`src/sv/lcsc_pkg.sv`:
```
// ----------------------------------------------------------------------------
// lcsc_pkg - level crossing sequence controller package
// Shared codes, state record and sensor sample record.
// ----------------------------------------------------------------------------
`default_nettype none

package lcsc_pkg;

   typedef enum logic [1:0] {
      DIR_NONE         = 2'd0,
      DIR_EAST_TO_WEST = 2'd1,
      DIR_WEST_TO_EAST = 2'd2
   } direction_type;

   typedef enum logic [2:0] {
      MODE_IDLE         = 3'd0,
      MODE_AT_EAST      = 3'd1,
      MODE_LEAVING_EAST = 3'd2,
      MODE_AT_WEST      = 3'd3,
      MODE_LEAVING_WEST = 3'd4,
      MODE_COLLISION    = 3'd5
   } mode_type;

   // bit positions in the seen flags
   localparam int unsigned SEEN_ONE   = 0;
   localparam int unsigned SEEN_TWO   = 1;
   localparam int unsigned SEEN_THREE = 2;
   localparam int unsigned SEEN_FOUR  = 3;

   typedef struct packed {
      direction_type direction;
      logic [3:0]    seen;
      logic          collision;
      mode_type      mode;
      logic          lights;
      logic          gate;
   } state_type;

   // decoded sample: train present per sensor, plus reset request
   typedef struct packed {
      logic t1;
      logic t2;
      logic t3;
      logic t4;
      logic rst;
   } sample_type;

   localparam state_type STATE_RESET = '{
      direction: DIR_NONE,
      seen:      4'b0000,
      collision: 1'b0,
      mode:      MODE_IDLE,
      lights:    1'b0,
      gate:      1'b0
   };

endpackage

`default_nettype wire

```
`src/sv/lcsc_step.sv`:
```
// ----------------------------------------------------------------------------
// lcsc_step - next-state logic for one sensor sample
// Reset request ends a collision; else east, west, then opposite-train check.
// ----------------------------------------------------------------------------
`default_nettype none

module lcsc_step (
   input  var lcsc_pkg::state_type  state_cur,
   input  var lcsc_pkg::sample_type sample,
   output lcsc_pkg::state_type      state_nxt
);

   lcsc_pkg::state_type st;

   always_comb begin
      st = state_cur;
      if (sample.rst && state_cur.collision) begin
         st = lcsc_pkg::STATE_RESET;
      end else if (!state_cur.collision) begin
         // east-to-west chain
         if (st.direction == lcsc_pkg::DIR_NONE && !st.seen[lcsc_pkg::SEEN_ONE] && sample.t1) begin
            st.direction                 = lcsc_pkg::DIR_EAST_TO_WEST;
            st.seen[lcsc_pkg::SEEN_ONE]  = 1'b1;
         end else if (st.direction == lcsc_pkg::DIR_EAST_TO_WEST && st.seen[lcsc_pkg::SEEN_ONE]
                      && !st.seen[lcsc_pkg::SEEN_TWO] && sample.t2) begin
            st.lights                    = 1'b1;
            st.gate                      = 1'b1;
            st.seen[lcsc_pkg::SEEN_TWO]  = 1'b1;
            st.mode                      = lcsc_pkg::MODE_AT_EAST;
         end else if (st.direction == lcsc_pkg::DIR_EAST_TO_WEST && st.seen[lcsc_pkg::SEEN_TWO]
                      && !st.seen[lcsc_pkg::SEEN_THREE] && sample.t3) begin
            st.seen[lcsc_pkg::SEEN_THREE] = 1'b1;
            st.mode                       = lcsc_pkg::MODE_LEAVING_EAST;
         end else if (st.direction == lcsc_pkg::DIR_EAST_TO_WEST && st.seen[lcsc_pkg::SEEN_THREE]
                      && !st.seen[lcsc_pkg::SEEN_FOUR] && sample.t4) begin
            st.lights    = 1'b0;
            st.gate      = 1'b0;
            st.mode      = lcsc_pkg::MODE_IDLE;
            st.direction = lcsc_pkg::DIR_NONE;
            st.seen      = 4'b0000;
         end

         // west-to-east chain, sees the east chain's result
         if (st.direction == lcsc_pkg::DIR_NONE && !st.seen[lcsc_pkg::SEEN_FOUR] && sample.t4) begin
            st.direction                 = lcsc_pkg::DIR_WEST_TO_EAST;
            st.seen[lcsc_pkg::SEEN_FOUR] = 1'b1;
         end else if (st.direction == lcsc_pkg::DIR_WEST_TO_EAST && st.seen[lcsc_pkg::SEEN_FOUR]
                      && !st.seen[lcsc_pkg::SEEN_THREE] && sample.t3) begin
            st.lights                     = 1'b1;
            st.gate                       = 1'b1;
            st.seen[lcsc_pkg::SEEN_THREE] = 1'b1;
            st.mode                       = lcsc_pkg::MODE_AT_WEST;
         end else if (st.direction == lcsc_pkg::DIR_WEST_TO_EAST && st.seen[lcsc_pkg::SEEN_THREE]
                      && !st.seen[lcsc_pkg::SEEN_TWO] && sample.t2) begin
            st.seen[lcsc_pkg::SEEN_TWO] = 1'b1;
            st.mode                     = lcsc_pkg::MODE_LEAVING_WEST;
         end else if (st.direction == lcsc_pkg::DIR_WEST_TO_EAST && st.seen[lcsc_pkg::SEEN_TWO]
                      && !st.seen[lcsc_pkg::SEEN_ONE] && sample.t1) begin
            st.lights    = 1'b0;
            st.gate      = 1'b0;
            st.mode      = lcsc_pkg::MODE_IDLE;
            st.direction = lcsc_pkg::DIR_NONE;
            st.seen      = 4'b0000;
         end

         // opposite-train check
         if ((st.direction == lcsc_pkg::DIR_EAST_TO_WEST && st.seen[lcsc_pkg::SEEN_TWO]
              && !st.seen[lcsc_pkg::SEEN_THREE] && sample.t4) ||
             (st.direction == lcsc_pkg::DIR_WEST_TO_EAST && st.seen[lcsc_pkg::SEEN_THREE]
              && !st.seen[lcsc_pkg::SEEN_TWO] && sample.t1)) begin
            st.mode      = lcsc_pkg::MODE_COLLISION;
            st.lights    = 1'b1;
            st.gate      = 1'b1;
            st.collision = 1'b1;
         end
      end
      state_nxt = st;
   end

endmodule

`default_nettype wire

```
`src/sv/level_crossing_sequence_controller_top.sv`:
```
// ----------------------------------------------------------------------------
// level_crossing_sequence_controller_top - railway level crossing sequencer
// Tracks trains over four sensors, drives lights and gate, latches collisions.
// ----------------------------------------------------------------------------
//
//   channel | ports                                   | handshake
//   --------+-----------------------------------------+-----------------
//   request | req_sensor_one..four, req_reset_request | req_valid/ready
//   result  | rsp_crossing_state, rsp_warning_lights_ | rsp_valid/ready
//           | on, rsp_gate_lowered, rsp_collision_    |
//           | latched                                 |
//
// One transaction per cycle unless the result stalls. The whole update is
// one pass of flag logic; the state register doubles as the result register,
// so a result appears the cycle after its request transaction is accepted.
// Reset (synchronous) clears the state to idle and empties the result slot.
// A request is taken while the result slot is empty or being drained in the
// same cycle; a stalled result holds the request side off.
// ----------------------------------------------------------------------------
`default_nettype none

module level_crossing_sequence_controller_top (
   input  wire        clock,
   input  wire        reset,
   input  wire        req_valid,
   output logic       req_ready,
   input  wire        req_sensor_one,
   input  wire        req_sensor_two,
   input  wire        req_sensor_three,
   input  wire        req_sensor_four,
   input  wire        req_reset_request,
   output logic       rsp_valid,
   input  wire        rsp_ready,
   output logic [2:0] rsp_crossing_state,
   output logic       rsp_warning_lights_on,
   output logic       rsp_gate_lowered,
   output logic       rsp_collision_latched
);

   lcsc_pkg::state_type  state_ff;
   lcsc_pkg::state_type  state_in;
   lcsc_pkg::sample_type sample;
   logic                 rsp_valid_ff;
   logic                 rsp_valid_in;
   logic                 req_accept;

   // decode sensor levels: low means a train is present
   assign sample = '{
      t1:  ~req_sensor_one,
      t2:  ~req_sensor_two,
      t3:  ~req_sensor_three,
      t4:  ~req_sensor_four,
      rst: req_reset_request
   };

   // take a new transaction whenever the result slot is empty or frees this cycle
   assign req_ready  = ~rsp_valid_ff | rsp_ready;
   assign req_accept = req_valid & req_ready;

   lcsc_step u_step (
      .state_cur (state_ff),
      .sample    (sample),
      .state_nxt (state_in)
   );

   // fill on accept, drain on take
   always_comb begin
      rsp_valid_in = rsp_valid_ff;
      if (req_accept) begin
         rsp_valid_in = 1'b1;
      end else if (rsp_ready) begin
         rsp_valid_in = 1'b0;
      end
   end

   // advance state only on accepted transactions; hold it otherwise so it
   // also serves as the stalled result payload
   always_ff @(posedge clock) begin
      if (reset) begin
         state_ff     <= lcsc_pkg::STATE_RESET;
         rsp_valid_ff <= 1'b0;
      end else begin
         rsp_valid_ff <= rsp_valid_in;
         if (req_accept) begin
            state_ff <= state_in;
         end
      end
   end

   assign rsp_valid             = rsp_valid_ff;
   assign rsp_crossing_state    = state_ff.mode;
   assign rsp_warning_lights_on = state_ff.lights;
   assign rsp_gate_lowered      = state_ff.gate;
   assign rsp_collision_latched = state_ff.collision;

   // a latched collision always reports the collision state
   a_collision_mode : assert property (@(posedge clock) disable iff (reset)
      state_ff.collision |-> state_ff.mode == lcsc_pkg::MODE_COLLISION)
      else $error("collision latched without collision state");

   // lights and gate always move together
   a_lights_gate : assert property (@(posedge clock) disable iff (reset)
      state_ff.lights == state_ff.gate)
      else $error("warning lights and gate disagree");

   // latched collision freezes the state unless a reset request arrives
   a_frozen : assert property (@(posedge clock) disable iff (reset)
      req_accept && state_ff.collision && !req_reset_request |=> $stable(state_ff))
      else $error("state moved while collision latched");

   // every accepted transaction leaves a result waiting
   a_result : assert property (@(posedge clock) disable iff (reset)
      req_accept |=> rsp_valid)
      else $error("accepted transaction produced no result");

endmodule

`default_nettype wire
```
`config.mk`:
```
export PLATFORM = sky130hd
export DESIGN_NAME = level_crossing_sequence_controller_top
export DESIGN_NICKNAME = d
export VERILOG_FILES = /design/src/sv/lcsc_pkg.sv /design/src/sv/lcsc_step.sv /design/src/sv/level_crossing_sequence_controller_top.sv
export SDC_FILE = /design/constraint.sdc
export NUM_CORES = 1
export LEC_CHECK = 0
export BUFFER_PORTS_ARGS = -buffer_cell sky130_fd_sc_hd__buf_2
export CAP_MARGIN = 20
export CORE_ASPECT_RATIO = 1.1
export CORE_MARGIN = 2
export CORE_UTILIZATION = 50
export CTS_CLUSTER_SIZE = 25
export DETAILED_ROUTE_END_ITERATION = 8
export PLACE_DENSITY_LB_ADDON = 0.3
export SYNTH_ARGS = -nofsm -noshare
export SYNTH_HDL_FRONTEND = slang
export SYNTH_SLANG_ARGS = --single-unit
```
`constraint.sdc`:
```
create_clock -name clock -period 2 [get_ports clock]
set_input_delay 0.4 -clock clock [delete_from_list [all_inputs] [get_ports clock]]
set_output_delay 0.4 -clock clock [all_outputs]
set_load 0.02 [all_outputs]
```
==> impl_metrics.tcl <==
set metrics [dict create \
    place_hpwl_um 1796 \
    vias 1022 \
    synth_edf_count 0 \
    ys.flop_type "dfxtp_1" \
    die_area_um2 2207 \
    r2r_start "state_ff[9]" \
    grt_util_all_layers 0.2412 \
    crit_end "rsp_collision_latched" \
    dieHeight_um 49.07 \
    synth.area.top_cells "dfxtp_1, nor2_1, a21oi_1" \
    diodes 0 \
    p_leak_uw 0.0004793 \
    layout-drive-gt1-share 0.3862 \
    tightest_slew_ns 0.5280 \
    via_per_inst 6.270 \
    relSlewSlack 0.6467 \
    finalMaxSlewViolations 0 \
    hold_ws_ns 0.3562 \
    initialDrtViolationCount 40 \
    period_share 0.9548 \
    drcViolationCount 0 \
    required_ns 2.16 \
    grt_max_degree 13 \
    crit_path_max_fanout 7 \
    clock_path_buffers 2 \
    cts_made_buffers 3 \
    syn_inst 118 \
    min_period_ns 1.910 \
    rrSetupSlack_ns 0.09 \
    crit_path_start_kind "flop" \
    num_rows 16 \
    netlist_area_um2 923.4 \
    die_w_um 44.98 \
    synth_area_per_cell_um2 7.825 \
    outcome "finished clean" \
    clock_skew_ns 0.002998 \
    p_per_area_nw_per_um2 491.8 \
    synthArstFlopShare 0 \
    dp_worst_setup_slack_ns -0.01376 \
    htreeDepth 1 \
    hp-class "primary input to flop" \
    ys_warn_count 0 \
    path_class "flop to flop" \
    critical_path_arrival_ns 2.07 \
    final.setup.tns_ns 0 \
    grt_pass1_wl_um 4036 \
    synth_fp_nets 127 \
    peakVddDrop_v 0.0004425 \
    insertion_delay_ns 0.28 \
    synthTopCellsByCount "nor2_1, dfxtp_1, a21oi_1" \
    wl_um 2573 \
    synth.distinct_cells 45 \
    fillers 155 \
    seq_area_frac_synth 0.2818 \
    clkTransAtPathRegs_ns 0.07 \
    io_pins 17 \
    port_buffers 16 \
    coreArea_um2 1762 \
    wl_per_cell_um 15.79 \
    start_util 0.5241 \
    hold_viol 0 \
    cts_tree "yes" \
    area_delta_synth_final_pct 28.73 \
    ant_nets 0 \
    grt_antenna_before_repair 0 \
    cts_root_buffer "clkbuf_4" \
    ys_seq_elements 13 \
    grt_pass1_vias 928 \
    nets 155 \
    cts.sinks 13 \
    ff2ff_path_depth 7 \
    endpoint_kind "flop" \
    setup_violations 0 \
    synth_largest_area_cell "dfxtp_1" \
    synth_top_area_share 0.2818 \
    place_congestion 0.9539 \
    dp_cells 157 \
    max_freq_mhz 523.7 \
    critPathLaunch "state_ff[9]" \
    timing.final.ws_setup_ns 0.09049 \
    grt.overflow.total 0 \
    maxCapViolCount 0 \
    yosysMostFrequentCell "nor2_1" \
    stdcell_count 163 \
    first_pass_iters 4 \
    timing.rr.end "rsp_collision_latched" \
]
-- layout by cell type, fill, tap and decap left out, types with 2 or more instances in the layout --
master	netlist	layout
buf_4	3	17
buf_2	2	16
nor2_1	15	15
a21oi_1	11	10
dfxtp_1	13	8
inv_1	7	7
nand2_1	7	7
o21ai_0	4	4
nand3b_1	3	3
a311oi_1	4	3
nor3_1	3	3
a22oi_1	3	3
clkbuf_4	0	3
dfxtp_2	0	3
nand2b_1	2	2
a211oi_2	1	2
nor2b_1	2	2
nor4bb_2	0	2
nand4_1	2	2
a32oi_1	2	2
dfxtp_4	0	2
-- critical path, stage by stage (launching register included) --
cell and delay, ns:
dfxtp_2 0.37, or4b_1 0.52, o21ai_1 0.19, a21boi_2 0.22, nor4_2 0.07, a22oi_2 0.15, buf_4 0.18, o21ai_0 0.10
-- area by class of cell --
class                           count  area (um^2)  share of cell area
Inverter                            7        26.28             0.02211
Multi-Input combinational cell     88        634.4              0.5337
Clock buffer                        4        26.28             0.02211
Timing Repair Buffer               33        207.7              0.1747
Sequential cell                    13        271.5              0.2284
Tap cell                           18        22.52             0.01895
-- per-layer routing --
metal  up-vias  global-route usage  wire length [um]
li1        498                   -                 -
met1       469              0.3132              1070
met2        46              0.3976              1270
met3         9             0.01111               161
met4         0              0.1127                71
met5         -                   0                 0
-- where the power goes --
group / internal [uW] / total, uW / leakage, uW / switching, uW
combinational: 62.4 / 136 / 0.000356 / 73.6
clock: 77.6 / 164 / 0.0000150 / 86.9
sequential: 267 / 284 / 0.000108 / 16.9
total: 407 / 585 / 0.000479 / 177
-- stage by stage --
stage / util / total power, uW / area (um^2)
after floorplan: - / 358.7 / 923.4
after global placement: 0.6087 / 404.7 / 1072
after detailed placement: 0.6087 / 406.8 / 1072
after CTS: 0.6278 / 572.6 / 1106
after global routing: 0.6747 / 617.9 / 1189
final: 0.6747 / 584.6 / 1189
-- how the worst min path moves through the flow --
stage / from / end / slack [ns] / depth (start not counted)
2_1_floorplan: reset / rsp_warning_lights_on / 0.47 / 1
3_3_place_gp: rsp_gate_lowered / rsp_gate_lowered / 0.48 / 2
3_5_place_dp: rsp_warning_lights_on / rsp_warning_lights_on / 0.49 / 2
4_1_cts: req_valid / rsp_valid / 0.36 / 3
5_1_grt: req_valid / rsp_valid / 0.35 / 3
6_report: req_valid / rsp_valid / 0.36 / 3
-- registers in the layout (all words and copies together) (netlist names) --
register / flops
rsp_crossing_state: 3
state_ff: 6
rsp_valid: 1
rsp_collision_latched: 1
rsp_gate_lowered: 1
rsp_warning_lights_on: 1
-- logic make-up after synthesis --
group	share of synthesized area
buffers and inverters	0.1003
and+or+nand+nor	0.3035
AOI/OAI and AO/OA	0.3144
DFF	0.2818
-- repair_timing --
action | in CTS | in global routing
hold buffers | 0 | 0
pin swaps | 2 | 2
resized for setup | 0 | 17
endpoints found under the setup margin | 1 | 6
cloned | 0 | 0
setup buffers | 1 | 1
Note: power is estimated with default switching activity, not from simulation.
